[src/design/dlp_pkg.sv]
// ----------------------------------------------------------------------------
// dlp_pkg: shared constants and the power-of-ten function of the decimal line parser
// Field widths, character codes, register indexes and the power-of-ten table.
// ----------------------------------------------------------------------------
package dlp_pkg;

	// Fixed widths of the channel fields.
	localparam int TEXT_W    = 8;
	localparam int SIGNAL_W  = 48;
	localparam int INDEX_W   = 32;
	localparam int CFG_IDX_W = 2;
	localparam int CFG_W     = 48;

	// Width of one entry of the power-of-ten table (10^8 needs 27 bits).
	localparam int POW_W = 27;

	// Character codes that steer the parser.
	localparam logic [TEXT_W-1:0] CH_NEWLINE = 8'd10;
	localparam logic [TEXT_W-1:0] CH_MINUS   = 8'd45;
	localparam logic [TEXT_W-1:0] CH_POINT   = 8'd46;
	localparam logic [TEXT_W-1:0] CH_ZERO    = 8'd48;
	localparam logic [TEXT_W-1:0] CH_NINE    = 8'd57;

	// Configuration register indexes.
	localparam logic [CFG_IDX_W-1:0] REG_VALUE_THRESHOLD = 2'd0;
	localparam logic [CFG_IDX_W-1:0] REG_CHANGE_TRIGGER  = 2'd1;

	// Powers of ten from 10^0 to 10^8; larger exponents give the top entry.
	function automatic logic [POW_W-1:0] pow_ten(input logic [3:0] e);
		logic [POW_W-1:0] r;
		case (e)
			4'd0:    r = 27'd1;
			4'd1:    r = 27'd10;
			4'd2:    r = 27'd100;
			4'd3:    r = 27'd1000;
			4'd4:    r = 27'd10000;
			4'd5:    r = 27'd100000;
			4'd6:    r = 27'd1000000;
			4'd7:    r = 27'd10000000;
			default: r = 27'd100000000;
		endcase
		return r;
	endfunction

endpackage

[src/design/dlp_byte_if.sv]
// ----------------------------------------------------------------------------
// dlp_byte_if: text byte channel
// Valid/ready channel carrying one byte of the text stream per item.
// ----------------------------------------------------------------------------
interface dlp_byte_if import dlp_pkg::*; ();
	logic              valid;
	logic              ready;
	logic [TEXT_W-1:0] text_byte;

	modport source (output valid, output text_byte, input ready);
	modport sink   (input valid, input text_byte, output ready);
endinterface

[src/design/dlp_signal_if.sv]
// ----------------------------------------------------------------------------
// dlp_signal_if: signal result channel
// Valid/ready channel carrying one emitted line value and its index.
// ----------------------------------------------------------------------------
interface dlp_signal_if import dlp_pkg::*; ();
	logic                       valid;
	logic                       ready;
	logic signed [SIGNAL_W-1:0] signal_value;
	logic [INDEX_W-1:0]         signal_index;

	modport source (output valid, output signal_value, output signal_index, input ready);
	modport sink   (input valid, input signal_value, input signal_index, output ready);
endinterface

[src/design/dlp_cfg_if.sv]
// ----------------------------------------------------------------------------
// dlp_cfg_if: configuration write channel
// Valid/ready channel carrying a register index and the data to write.
// ----------------------------------------------------------------------------
interface dlp_cfg_if import dlp_pkg::*; ();
	logic                 valid;
	logic                 ready;
	logic [CFG_IDX_W-1:0] index;
	logic [CFG_W-1:0]     data;

	modport source (output valid, output index, output data, input ready);
	modport sink   (input valid, input index, input data, output ready);
endinterface

[src/design/decimal_line_parse_threshold_filter_unit.sv]
// ----------------------------------------------------------------------------
// decimal_line_parse_threshold_filter_unit: decimal line parser and filter
// Parses a decimal number at the start of each text line and emits the lines
// whose value passes the threshold and change filters.
// ----------------------------------------------------------------------------
// Usage:
//   text_in    - one text byte per item; byte 10 ends a line.
//   signal_out - one item per emitted line: the value in decimal fixed point
//                (scaled by ten to FRAC_DIGITS) and the count of signals
//                emitted before it, saturating at its maximum.
//   cfg        - register writes: index 0 value threshold, index 1 change
//                trigger; always ready; the user must write them only while
//                the block is idle; the block itself does not enforce this.
// Throughput is one byte per cycle while the line queue has room. A result
// moves from the newline that ends its line through the line queue and the
// compare stage to the output register. When signal_out stalls, parsed lines
// collect in a four-entry queue and text_in stays ready until it fills.
// Reset clears the parser, the previous line value, the signal counter and
// both configuration registers to zero.
// ----------------------------------------------------------------------------
module decimal_line_parse_threshold_filter_unit import dlp_pkg::*; #(
	parameter int FRAC_DIGITS = 4,
	parameter int VALUE_BITS  = 48
) (
	input  logic         clk,
	input  logic         arst_n,
	dlp_byte_if.sink     text_in,
	dlp_signal_if.source signal_out,
	dlp_cfg_if.sink      cfg
);

	localparam int QUEUE_DEPTH = 4;

	logic                         push_valid;
	logic signed [VALUE_BITS-1:0] push_data;
	logic                         full;
	logic                         pop_valid;
	logic                         pop_ready;
	logic signed [VALUE_BITS-1:0] pop_data;

	// Parser front end.
	dlp_front #(
		.FRAC_DIGITS (FRAC_DIGITS),
		.VALUE_BITS  (VALUE_BITS)
	) u_front (
		.clk        (clk),
		.arst_n     (arst_n),
		.text_in    (text_in),
		.push_valid (push_valid),
		.push_data  (push_data),
		.full       (full)
	);

	// Queue of finished line values.
	dlp_queue #(
		.WIDTH (VALUE_BITS),
		.DEPTH (QUEUE_DEPTH)
	) u_queue (
		.clk        (clk),
		.arst_n     (arst_n),
		.push_valid (push_valid),
		.push_data  (push_data),
		.full       (full),
		.pop_valid  (pop_valid),
		.pop_ready  (pop_ready),
		.pop_data   (pop_data)
	);

	// Filter back end.
	dlp_back #(
		.VALUE_BITS (VALUE_BITS)
	) u_back (
		.clk        (clk),
		.arst_n     (arst_n),
		.pop_valid  (pop_valid),
		.pop_ready  (pop_ready),
		.pop_data   (pop_data),
		.cfg        (cfg),
		.signal_out (signal_out)
	);

endmodule

[src/design/dlp_front.sv]
// ----------------------------------------------------------------------------
// dlp_front: line parser
// Accepts one text byte per cycle while the queue has room, accumulates the
// number at the start of the line and pushes the signed value on a newline.
// ----------------------------------------------------------------------------
module dlp_front import dlp_pkg::*; #(
	parameter int FRAC_DIGITS = 4,
	parameter int VALUE_BITS  = 48
) (
	input  logic                         clk,
	input  logic                         arst_n,
	dlp_byte_if.sink                     text_in,
	output logic                         push_valid,
	output logic signed [VALUE_BITS-1:0] push_data,
	input  logic                         full
);

	localparam int MAG_W = VALUE_BITS - 1;
	localparam int SUM_W = (VALUE_BITS + 4 > 33) ? VALUE_BITS + 4 : 33;
	localparam logic [POW_W-1:0] SCALE = pow_ten(4'(FRAC_DIGITS));
	localparam logic [SUM_W-1:0] MAG_MAX = SUM_W'({MAG_W{1'b1}});

	typedef enum logic [3:0] {
		PH_START = 4'b0001,
		PH_INT   = 4'b0010,
		PH_FRAC  = 4'b0100,
		PH_SKIP  = 4'b1000
	} phase_t;

	phase_t             phase_q;
	logic               neg_q;
	logic [MAG_W-1:0]   mag_q;
	logic [3:0]         cnt_q;

	logic               accept;
	logic               is_digit;
	logic               is_newline;
	logic [3:0]         digit;
	logic [3:0]         cnt_inc;
	logic [SUM_W-1:0]   mag_ext;
	logic [SUM_W-1:0]   int_sum;
	logic [SUM_W-1:0]   frac_sum;
	logic [MAG_W-1:0]   int_next;
	logic [MAG_W-1:0]   frac_next;
	logic signed [VALUE_BITS-1:0] mag_s;

	// Byte classification; the low nibble of a digit code is its value.
	assign text_in.ready = !full;
	assign accept        = text_in.valid && text_in.ready;
	assign is_newline    = (text_in.text_byte == CH_NEWLINE);
	assign is_digit      = (text_in.text_byte >= CH_ZERO) && (text_in.text_byte <= CH_NINE);
	assign digit         = text_in.text_byte[3:0];
	assign cnt_inc       = cnt_q + 4'd1;

	// Integer digit: magnitude times ten plus the scaled digit, saturating.
	// Fraction digit: add the digit at its decimal weight, saturating.
	always_comb begin
		mag_ext   = SUM_W'(mag_q);
		int_sum   = (mag_ext << 3) + (mag_ext << 1) + SUM_W'(digit) * SUM_W'(SCALE);
		frac_sum  = mag_ext
			+ SUM_W'(digit) * SUM_W'(pow_ten(4'(FRAC_DIGITS) - cnt_inc));
		int_next  = (int_sum > MAG_MAX) ? MAG_MAX[MAG_W-1:0] : int_sum[MAG_W-1:0];
		frac_next = (frac_sum > MAG_MAX) ? MAG_MAX[MAG_W-1:0] : frac_sum[MAG_W-1:0];
	end

	// Signed line value handed to the queue on a newline.
	assign mag_s      = {1'b0, mag_q};
	assign push_data  = neg_q ? -mag_s : mag_s;
	assign push_valid = accept && is_newline;

	// Parser state update.
	always_ff @(posedge clk or negedge arst_n) begin
		if (!arst_n) begin
			phase_q <= PH_START;
			neg_q   <= 1'b0;
			mag_q   <= '0;
			cnt_q   <= '0;
		end else if (accept) begin
			if (is_newline) begin
				phase_q <= PH_START;
				neg_q   <= 1'b0;
				mag_q   <= '0;
				cnt_q   <= '0;
			end else begin
				case (phase_q)
					PH_START: begin
						if (text_in.text_byte == CH_MINUS) begin
							neg_q   <= 1'b1;
							phase_q <= PH_INT;
						end else if (is_digit) begin
							mag_q   <= int_next;
							phase_q <= PH_INT;
						end else if (text_in.text_byte == CH_POINT) begin
							phase_q <= PH_FRAC;
						end else begin
							phase_q <= PH_SKIP;
						end
					end
					PH_INT: begin
						if (is_digit) begin
							mag_q <= int_next;
						end else if (text_in.text_byte == CH_POINT) begin
							phase_q <= PH_FRAC;
						end else begin
							phase_q <= PH_SKIP;
						end
					end
					PH_FRAC: begin
						if (is_digit) begin
							if (cnt_q < 4'(FRAC_DIGITS)) begin
								cnt_q <= cnt_inc;
								mag_q <= frac_next;
							end
						end else begin
							phase_q <= PH_SKIP;
						end
					end
					default: begin
					end
				endcase
			end
		end
	end

endmodule

[src/design/dlp_queue.sv]
// ----------------------------------------------------------------------------
// dlp_queue: line value queue
// Short first-in first-out queue of parsed line values between the parser
// and the filter, so that each side can stall on its own.
// ----------------------------------------------------------------------------
module dlp_queue import dlp_pkg::*; #(
	parameter int WIDTH = 48,
	parameter int DEPTH = 4
) (
	input  logic                    clk,
	input  logic                    arst_n,
	input  logic                    push_valid,
	input  logic signed [WIDTH-1:0] push_data,
	output logic                    full,
	output logic                    pop_valid,
	input  logic                    pop_ready,
	output logic signed [WIDTH-1:0] pop_data
);

	localparam int PTR_W = (DEPTH > 1) ? $clog2(DEPTH) : 1;
	localparam int CNT_W = $clog2(DEPTH + 1);

	logic signed [WIDTH-1:0] entry_q [DEPTH];
	logic [PTR_W-1:0]        wr_ptr_q;
	logic [PTR_W-1:0]        rd_ptr_q;
	logic [CNT_W-1:0]        count_q;
	logic                    do_push;
	logic                    do_pop;

	assign full      = (count_q == CNT_W'(DEPTH));
	assign pop_valid = (count_q != '0);
	assign pop_data  = entry_q[rd_ptr_q];
	assign do_push   = push_valid && !full;
	assign do_pop    = pop_valid && pop_ready;

	// Storage for queued line values.
	always_ff @(posedge clk) begin
		if (do_push) begin
			entry_q[wr_ptr_q] <= push_data;
		end
	end

	// Pointers and fill count.
	always_ff @(posedge clk or negedge arst_n) begin
		if (!arst_n) begin
			wr_ptr_q <= '0;
			rd_ptr_q <= '0;
			count_q  <= '0;
		end else begin
			if (do_push) begin
				wr_ptr_q <= (wr_ptr_q == PTR_W'(DEPTH - 1)) ? '0 : wr_ptr_q + PTR_W'(1);
			end
			if (do_pop) begin
				rd_ptr_q <= (rd_ptr_q == PTR_W'(DEPTH - 1)) ? '0 : rd_ptr_q + PTR_W'(1);
			end
			case ({do_push, do_pop})
				2'b10:   count_q <= count_q + CNT_W'(1);
				2'b01:   count_q <= count_q - CNT_W'(1);
				default: count_q <= count_q;
			endcase
		end
	end

	// A line value offered while the queue is full would be lost.
	a_no_push_when_full: assert property (@(posedge clk) disable iff (!arst_n)
		!(push_valid && full))
		else $error("line value pushed into a full queue");

endmodule

[src/design/dlp_back.sv]
// ----------------------------------------------------------------------------
// dlp_back: threshold and change filter
// Holds the configuration registers, compares each line value with the
// threshold and with the previous line's value, and drives the signal
// output register with a saturating signal index.
// ----------------------------------------------------------------------------
module dlp_back import dlp_pkg::*; #(
	parameter int VALUE_BITS = 48
) (
	input  logic                         clk,
	input  logic                         arst_n,
	input  logic                         pop_valid,
	output logic                         pop_ready,
	input  logic signed [VALUE_BITS-1:0] pop_data,
	dlp_cfg_if.sink                      cfg,
	dlp_signal_if.source                 signal_out
);

	localparam int DIFF_W = VALUE_BITS + 1;
	localparam int CMP_W  = ((DIFF_W > CFG_W) ? DIFF_W : CFG_W) + 1;

	logic signed [CFG_W-1:0]      thr_q;
	logic signed [CFG_W-1:0]      trig_q;
	logic signed [VALUE_BITS-1:0] prev_q;
	logic [INDEX_W-1:0]           cnt_q;

	logic                         s1_valid_q;
	logic signed [VALUE_BITS-1:0] cur_s1;
	logic signed [DIFF_W-1:0]     diff_s1;
	logic                         gt_s1;

	logic                         out_valid_q;
	logic signed [SIGNAL_W-1:0]   value_q;
	logic [INDEX_W-1:0]           index_q;

	logic                         do_pop;
	logic                         s1_adv;
	logic signed [DIFF_W-1:0]     abs_diff;
	logic                         pass;
	logic                         load_out;

	// Configuration writes are always taken.
	assign cfg.ready = 1'b1;

	always_ff @(posedge clk or negedge arst_n) begin
		if (!arst_n) begin
			thr_q  <= '0;
			trig_q <= '0;
		end else if (cfg.valid) begin
			case (cfg.index)
				REG_VALUE_THRESHOLD: thr_q  <= cfg.data;
				REG_CHANGE_TRIGGER:  trig_q <= cfg.data;
				default: begin
				end
			endcase
		end
	end

	// Handshake between the queue, the compare stage and the output register.
	assign s1_adv    = !out_valid_q || signal_out.ready;
	assign pop_ready = !s1_valid_q || s1_adv;
	assign do_pop    = pop_valid && pop_ready;

	// Second compare: absolute change against the trigger.
	assign abs_diff = diff_s1[DIFF_W-1] ? -diff_s1 : diff_s1;
	assign pass     = gt_s1 && (CMP_W'(abs_diff) > CMP_W'(trig_q));
	assign load_out = s1_valid_q && s1_adv && pass;

	// Compare stage: difference from the previous value and threshold test.
	always_ff @(posedge clk or negedge arst_n) begin
		if (!arst_n) begin
			s1_valid_q <= 1'b0;
			prev_q     <= '0;
		end else if (do_pop) begin
			s1_valid_q <= 1'b1;
			prev_q     <= pop_data;
		end else if (s1_adv) begin
			s1_valid_q <= 1'b0;
		end
	end

	always_ff @(posedge clk) begin
		if (do_pop) begin
			cur_s1  <= pop_data;
			diff_s1 <= DIFF_W'(pop_data) - DIFF_W'(prev_q);
			gt_s1   <= (CMP_W'(pop_data) > CMP_W'(thr_q));
		end
	end

	// Output register and saturating signal counter.
	always_ff @(posedge clk or negedge arst_n) begin
		if (!arst_n) begin
			out_valid_q <= 1'b0;
			cnt_q       <= '0;
		end else begin
			if (s1_adv) begin
				out_valid_q <= s1_valid_q && pass;
			end
			if (load_out && (cnt_q != '1)) begin
				cnt_q <= cnt_q + INDEX_W'(1);
			end
		end
	end

	always_ff @(posedge clk) begin
		if (load_out) begin
			value_q <= SIGNAL_W'(cur_s1);
			index_q <= cnt_q;
		end
	end

	assign signal_out.valid        = out_valid_q;
	assign signal_out.signal_value = value_q;
	assign signal_out.signal_index = index_q;

	// The counter moves only when a signal is loaded.
	a_cnt_only_on_load: assert property (@(posedge clk) disable iff (!arst_n)
		!load_out |=> $stable(cnt_q))
		else $error("signal counter changed without a signal");

	// A loaded index is one below the counter, unless the counter is saturated.
	a_index_matches_cnt: assert property (@(posedge clk) disable iff (!arst_n)
		load_out |=> (index_q == cnt_q - INDEX_W'(1)) || (cnt_q == '1))
		else $error("signal index out of step with the counter");

	// A stalled output holds the compare stage in place.
	a_stage_holds: assert property (@(posedge clk) disable iff (!arst_n)
		(s1_valid_q && out_valid_q && !signal_out.ready)
			|=> (s1_valid_q && $stable(cur_s1)))
		else $error("compare stage moved while the output was stalled");

endmodule
[src/flat_wrapper.sv]
// flat-port wrapper written by rule: the top's interface ports become plain ports
module decimal_line_parse_threshold_filter_unit_flat import dlp_pkg::*;
#(
	parameter int FRAC_DIGITS = 4,
	parameter int VALUE_BITS  = 48
)
  (clk, arst_n, text_in_valid, text_in_text_byte, text_in_ready, signal_out_valid, signal_out_signal_value, signal_out_signal_index, signal_out_ready, cfg_valid, cfg_index, cfg_data, cfg_ready);
  dlp_byte_if text_in_i ();
  dlp_signal_if signal_out_i ();
  dlp_cfg_if cfg_i ();
  input  logic clk;
  input  logic arst_n;
  input wire logic [$bits(text_in_i.valid)-1:0] text_in_valid;
  input wire logic [$bits(text_in_i.text_byte)-1:0] text_in_text_byte;
  output wire logic [$bits(text_in_i.ready)-1:0] text_in_ready;
  output wire logic [$bits(signal_out_i.valid)-1:0] signal_out_valid;
  output wire logic [$bits(signal_out_i.signal_value)-1:0] signal_out_signal_value;
  output wire logic [$bits(signal_out_i.signal_index)-1:0] signal_out_signal_index;
  input wire logic [$bits(signal_out_i.ready)-1:0] signal_out_ready;
  input wire logic [$bits(cfg_i.valid)-1:0] cfg_valid;
  input wire logic [$bits(cfg_i.index)-1:0] cfg_index;
  input wire logic [$bits(cfg_i.data)-1:0] cfg_data;
  output wire logic [$bits(cfg_i.ready)-1:0] cfg_ready;
  assign text_in_i.valid = text_in_valid;
  assign text_in_i.text_byte = text_in_text_byte;
  assign text_in_ready = text_in_i.ready;
  assign signal_out_valid = signal_out_i.valid;
  assign signal_out_signal_value = signal_out_i.signal_value;
  assign signal_out_signal_index = signal_out_i.signal_index;
  assign signal_out_i.ready = signal_out_ready;
  assign cfg_i.valid = cfg_valid;
  assign cfg_i.index = cfg_index;
  assign cfg_i.data = cfg_data;
  assign cfg_ready = cfg_i.ready;
  decimal_line_parse_threshold_filter_unit #(.FRAC_DIGITS(FRAC_DIGITS), .VALUE_BITS(VALUE_BITS)) u_core (.clk(clk), .arst_n(arst_n), .text_in(text_in_i), .signal_out(signal_out_i), .cfg(cfg_i));
endmodule
[config.mk]
export PLATFORM = sky130hd
export DESIGN_NAME = decimal_line_parse_threshold_filter_unit_flat
export DESIGN_NICKNAME = d
export VERILOG_FILES = /design/src/design/dlp_pkg.sv /design/src/design/dlp_byte_if.sv /design/src/design/dlp_signal_if.sv /design/src/design/dlp_cfg_if.sv /design/src/design/decimal_line_parse_threshold_filter_unit.sv /design/src/design/dlp_front.sv /design/src/design/dlp_queue.sv /design/src/design/dlp_back.sv /design/src/flat_wrapper.sv
export SDC_FILE = /design/constraint.sdc
export NUM_CORES = 1
export LEC_CHECK = 0
export BUFFER_PORTS_ARGS = -buffer_cell sky130_fd_sc_hd__buf_2
export CAP_MARGIN = 20
export CORE_MARGIN = 3
export CORE_UTILIZATION = 40
export DETAILED_ROUTE_END_ITERATION = 7
export REMOVE_ABC_BUFFERS = 1
export SYNTH_ARGS = -nofsm -noshare
export SYNTH_HDL_FRONTEND = slang
export SYNTH_SLANG_ARGS = --single-unit
[constraint.sdc]
create_clock -name clk -period 14.93 [get_ports clk]
set_clock_uncertainty 0.2 [all_clocks]
set_input_delay 1.493 -clock clk [delete_from_list [all_inputs] [get_ports clk]]
set_output_delay 1.493 -clock clk [all_outputs]
set_load 0.01 [all_outputs]
## Yosys cells after proc, flatten, opt, wreduce, memory -nomap -nowiden

Memories as Yosys holds them, arrays and structs flattened.
Index checks and enable logic that the tools add are counted.
Widths: inputs -> output; s select.

- Add/sub/neg operators: 13
- Multiply operators: 2
- $lt $le $gt $ge: 7
- Eq/ne operators: 18
- Mux-type cells: 32
- Reduce and logical (&&, ||, !) cells: 31

Operators with widths:

| cell | count |
|---|---|
| $mux 47 | 7 |
| $pmux 47 s3 | 1 |
| $add 51x18->52 | 1 |
| $gt 52x47->1 const B | 1 |
| $add 50x48->51 | 1 |
| $gt 49x48->1 | 1 |
| $mux 49 | 1 |
| $neg 49->49 | 1 |
| $sub 48x48->49 | 1 |
| $add 47x31->48 | 1 |
| $gt 48x47->1 const B | 1 |
| $gt 48x48->1 | 1 |
| $mux 48 | 1 |
| $neg 47->48 | 1 |
| $mux 4 | 10 |
| $add 32x1->32 const B | 1 |
| $ne 32x32->1 const B | 1 |
| $mul 4x27->31 | 1 |
| $mux 27 | 1 |
| $eq 8x6->1 const B | 2 |
| $ne 3x3->1 const B | 5 |
| $mul 4x10->14 const B | 1 |
| $reduce_bool 2->1 | 7 |
| $pmux 4 s3 | 1 |
| other kinds (28) | 53 |

- Bits in registers: 419
- RAM bits: 192
- Bits in read-only memories: 168
- Input port bits: 63
- Output and inout bits: 83
- Word-level logic and storage cells: 123
- Memories: 2

Memories:

| name | words | bits a word | rd ports | clocked after memory_dff | wr ports | RTL line | RTL |
|---|---|---|---|---|---|---|---|
| u_core.u_queue.entry_q | 4 | 48 | 1 | 0 | 1 | dlp_queue.sv:23 | `logic signed [WIDTH-1:0] entry_q [DEPTH];` |
| (name not given) | 8 | 21 | 1 | 0 | 0 | dlp_pkg.sv:31 | `case (e)` |

## Depth between registers and ports, before layout

An unclocked memory read counts as a cell.

- Depth after elaboration: 12
- Gate-level depth with buffers: 25
- Gate-level depth less buffers: 23

## Cells and area by module

A second synthesis with hierarchy kept.

- Cells, all modules: 3536
- Area, all modules: 38095.3 µm²

By module, submodules not included:

| module | times used | cells each | area an instance (µm²) | sequential area each (µm²) |
|---|---|---|---|---|
| dlp_back | 1 | 1652 | 18321.3 | 9799.4 |
| dlp_front | 1 | 1593 | 12335.6 | 1402.6 |
| dlp_queue | 1 | 291 | 7438.4 | 5940.7 |

## Least setup slack after synthesis

OpenSTA, ideal clock, no wires.

- Path kind: register to register
- Start point: register u_core.u_back.diff_s1[12]
- End point: register u_core.u_back.index_q[0] (netlist: u_core.u_back.signal_out.signal_index[0]) (enable)
- Data arrival time: 7726 ps
- Data required time: 14211 ps
- Slack: 6485 ps
- Cell stages (with the launch flop): 19
- Period minus slack after synthesis: 8445 ps
- Cells stage by stage: edfxtp_1 -> or3_1 -> or3_1 -> or4_1 -> or2_2 -> nor2_1 -> nand2_1 -> or4_1 -> o41ai_1 -> xnor2_1 -> ha_1 -> a21o_1 -> a21o_1 -> a221o_1 -> a31oi_1 -> o21ai_0 -> nor2_1 -> o211ai_1 -> nor2_1

- Longest elaborated chain between the ends: 5

Ends and longest elaborated chain:

| element | RTL line | RTL |
|---|---|---|
| from (decl) | dlp_back.sv:29 | `logic signed [DIFF_W-1:0] diff_s1;` |
| from (signal assigned) | dlp_back.sv:85 | `diff_s1 <= DIFF_W'(pop_data) - DIFF_W'(prev_q);` |
| $neg 49->49 | dlp_back.sv:65 | `assign abs_diff = diff_s1[DIFF_W-1] ? -diff_s1 : diff_s1;` |
| $mux 49 * | dlp_back.sv:65 |  |
| $gt 49x48->1 * | dlp_back.sv:66 | `assign pass = gt_s1 && (CMP_W'(abs_diff) > CMP_W'(trig_q));` |
| $logic_and 1x1->1 * | dlp_back.sv:66 |  |
| $logic_and 1x1->1 * | dlp_back.sv:67 | `assign load_out = s1_valid_q && s1_adv && pass;` |
| net u_core.u_back.load_out | dlp_back.sv:40 | `logic load_out;` |
| to (signal assigned) | dlp_back.sv:108 | `index_q <= cnt_q;` |
| to (decl) | dlp_back.sv:34 | `logic [INDEX_W-1:0] index_q;` |

Mark *: on every way through the listed nets, which the timed path passes. The rest lies on a longest branch.
A chain may end at the register's enable or synchronous reset.

## Worst setup path after layout

- Start point: register u_core.u_front.cnt_q[2]
- End point: register u_core.u_front.mag_q[45]

- Longest elaborated chain between the ends: 12
- Elaborated cells between the ends (all ways): 15

Ends and longest elaborated chain:

| element | RTL line | RTL |
|---|---|---|
| from (decl) | dlp_front.sv:33 | `logic [3:0] cnt_q;` |
| from (signal assigned) | dlp_front.sv:111 | `cnt_q <= cnt_inc;` |
| $add 4x1->4 | dlp_front.sv:53 | `assign cnt_inc = cnt_q + 4'd1;` |
| $sub 3x4->4 | dlp_front.sv:61 | `+ SUM_W'(digit) * SUM_W'(pow_ten(4'(FRAC_DIGITS) - cnt_inc));` |
| $mem_v2 8x21 | -- |  |
| $mux 27 | dlp_pkg.sv:31 |  |
| $mul 4x27->31 | dlp_front.sv:61 |  |
| $add 47x31->48 | dlp_front.sv:61 |  |
| $gt 48x47->1 | dlp_front.sv:63 | `frac_next = (frac_sum > MAG_MAX) ? MAG_MAX[MAG_W-1:0] : frac_sum[MAG_W-1:0];` |
| $mux 47 | dlp_front.sv:63 |  |
| $mux 47 | dlp_front.sv:110 | `if (cnt_q < 4'(FRAC_DIGITS)) begin` |
| $mux 47 | dlp_front.sv:109 | `if (is_digit) begin` |
| $pmux 47 s3 | dlp_front.sv:85 | `case (phase_q)` |
| $mux 47 | dlp_front.sv:79 | `if (is_newline) begin` |
| to (signal assigned) | dlp_front.sv:91 | `mag_q <= int_next;` |
| to (signal assigned) | dlp_front.sv:101 | `mag_q <= int_next;` |
| to (signal assigned) | dlp_front.sv:112 | `mag_q <= frac_next;` |
| to (decl) | dlp_front.sv:32 | `logic [MAG_W-1:0] mag_q;` |

Parallel ways exist; a longest one is shown, timed or not. The select of a mux whose other input is x is not followed.

==> impl_metrics.yaml <==
status:
  status: "finished, final reports clean"
setup_path:
  ff2ff_setup_slack_ns: 6.87
  r2r-start: "u_core.u_front.cnt_q[2]"
  required_ns: 15.20
  r2r-end: "u_core.u_front.mag_q[45]"
  arrival_ns: 8.33
  rr_worst_depth: 21
  startpoint_type: "flip-flop"
  endpoint_kind: "flip-flop"
  worstSetupPathType: "flip-flop to flip-flop"
  worstPathMaxFanout: 36
global_routing:
  grt_pass1_vias: 26100
  grt_max_degree: 196
  track_usage: 0.189
  grt_pass1_wl_mm: 148
  antenna_found_initial: 1
  overflow: 0
timing:
  finalWorstSetupSlack_ns: 6.87
  setup_tns_ns: 0
  finalHoldViolations: 0
  fin_crit_ns: 8.06
  relSlewSlack: 0.241
  grt_setup_unrepaired: "no"
  fmax_mhz: 124
  fin_crit_sh: 0.540
  worst_pin_slew_ns: 1.13
  setup_viol: 0
  maxSlewViolCount: 0
clock_network:
  clock_latency_ns: 0.63
  cts_tree: "yes"
  clk_pin_slew_ns: 0.06
  holdBufCountCts: 0
  htree_levels: 3
  cts_resized: 0
  cts-root-buf: "clkbuf_16"
  cts_buffers: 68
  cts.sinks: 611
  post_cts_buffers: 0
  clock_path_buffers: 3
yosys:
  synthTopCellsByArea: "edfxtp_1 29%, dfrtp_1 16%, ha_1 10%"
  ys_types: 82
  synth_area_sq_um: 37700
  yosysMostFrequentCell: "edfxtp_1"
  netlist_instances: 3508
  yosysTopAreaCell: "edfxtp_1"
  ys_top_cells_by_count: "370 x edfxtp_1, 356 x inv_1, 301 x ha_1, 287 x nand2_1, 276 x o21ai_0"
  synth.ff_latch_count: 611
  synthFlopType: "edfxtp_1"
  syn-mean-instance-area_sq_um: 10.8
  yosysWarnings: 0
  synth_top_area_frac: 0.295
  yosysSeqAreaShare: 0.454
  async_reset_ff_frac: 0.394
  synth_edf_count: 370
die:
  start_util: 0.404
  rows: 112
  core_sq_um: 93500
  ios: 146
  fp.dieH_um: 313
  die_x_um: 313
  die_area_sq_um: 98000
placement:
  hpwl_mm: 69.3
  gp_congestion: 0.911
  portBuffers: 144
  pre_cts_ws_ns: 6.48
routing:
  drt_iter0_drc: 1835
  drt-wirelength-per-cell_um: 18.8
  vias: 26300
  drcViolationCount: 0
  wl_mm: 92.6
  ant_nets: 0
  via_per_inst: 5.33
  first_pass_iters: 5
finish:
  drive_gt1_frac: 0.112
  nets: 4071
  area_growth_pct: 11.3
  diodes: 0
pwr:
  ir_drop_mv: 0.159
  leakage_uw: 0.0176
  powerDensity_nw_per_um2: 186
hold_path:
  hold_class: "flip-flop to flip-flop"
  holdPathStages: 0
  hold_end: "u_core.u_back.signal_out.signal_value[45]"
  hold_start: "u_core.u_back.cur_s1[45]"
flow_run:
  drv_cap: 0
[logic make-up (layout without fill, tap and decap cells)]
family                   count (synthesis)  count (layout)  share of synthesized area
multiplexers                           106             106                     0.0459
XOR/XNOR                               244             244                     0.0567
buffers and inverters                  492             654                     0.0492
adder cells (fa/ha/maj)                392             392                      0.148
flip-flops                             611             611                      0.454
other                                    1               1                  0.0000994
AND/OR/NAND/NOR                        828             828                      0.109
AO/OA/AOI/OAI                          834             834                      0.137
[metrics by stage]
step	utilization	cell area [sq um]	hold slack [ns]	cells	power (uW)
after floorplan	-	37200	0.200	3377	5290
after global placement	0.425	39800	0.201	4799	6160
after detailed placement	0.426	39800	0.205	4800	6190
after CTS	0.449	42000	0.215	4924	7870
after global routing	0.449	42000	0.221	4924	8430
final	0.449	42000	0.213	4924	7810
[area by class of cell]
type | count | area [sq um]
Fill cell | 8733 | 51500
Multi-Input combinational cell | 2405 | 18800
Sequential cell | 611 | 17100
Clock buffer | 88 | 1820
Tap cell | 1254 | 1570
Inverter | 361 | 1360
Timing Repair Buffer | 169 | 951
Clock inverter | 36 | 387
[power by group]
part           internal, uW  switching [uW]  leakage, uW
combinational          1430            2120       0.0103
clock                   946             699      0.00106
sequential             2400             224      0.00628
[layout by cell type, fill, tap and decap left out, drive strengths merged, types with 55 or more instances in the layout]
master / Yosys / layout
fa: 91 / 91
mux2: 55 / 55
nand2: 287 / 287
a21oi: 205 / 205
o21ai: 277 / 277
ha: 301 / 301
xnor2: 199 / 199
nand3: 65 / 65
inv: 358 / 363
clkbuf: 115 / 88
buf: 16 / 169
edfxtp: 370 / 370
a21o: 88 / 88
dfrtp: 240 / 240
nand4: 59 / 59
nor2: 138 / 138
[state kept, by name (all words and copies together), names as in the netlist, 3 cells and up]
signal,flops
u_core.u_front.cnt_q,4
u_core.u_front.phase_q,4
u_core.u_back.diff_s1,49
u_core.u_back.prev_q,48
u_core.u_back.thr_q,48
u_core.u_back.cur_s1,48
u_core.u_queue.entry_q,192
u_core.u_queue.count_q,3
u_core.u_back.signal_out.signal_index,32
u_core.u_back.signal_out.signal_value,48
u_core.u_front.mag_q,47
u_core.u_back.trig_q,48
u_core.u_back.cnt_q,32
[critical path, stage by stage (launching register included)]
cell      delay (ns)
dfrtp_1         0.79
clkinv_1        0.44
ha_1            1.06
nand2b_1        0.31
nor2_1          0.10
fa_1            0.51
fa_1            0.55
inv_1           0.05
fa_1            0.49
inv_1           0.04
ha_1            0.36
a211o_1         0.32
a31oi_1         0.21
o211ai_1        0.17
and2_1          0.23
a41o_1          0.30
a21boi_0        0.18
buf_4           0.19
o21a_1          0.82
a31oi_1         0.19
o211a_1         0.24
a21boi_0        0.11
[how the worst max path moves through the flow]
stage	start	to	cells after the start
3_5_place_dp	text_in_text_byte[2]	u_core.u_front.mag_q[37]	23
3_3_place_gp	text_in_text_byte[2]	u_core.u_front.mag_q[37]	23
4_1_cts	u_core.u_front.cnt_q[2]	u_core.u_front.mag_q[45]	21
2_1_floorplan	signal_out_ready	u_core.u_queue.count_q[2]	8
6_report	u_core.u_front.cnt_q[2]	u_core.u_front.mag_q[45]	21
5_1_grt	u_core.u_front.cnt_q[2]	u_core.u_front.mag_q[45]	21
[layer usage]
layer	wire [um]	GRT usage
met4	2820	0.0639
met5	0	0
met2	42700	0.308
met3	4220	0.0223
met1	42800	0.264
Note: power is estimated with default switching activity, not from simulation.
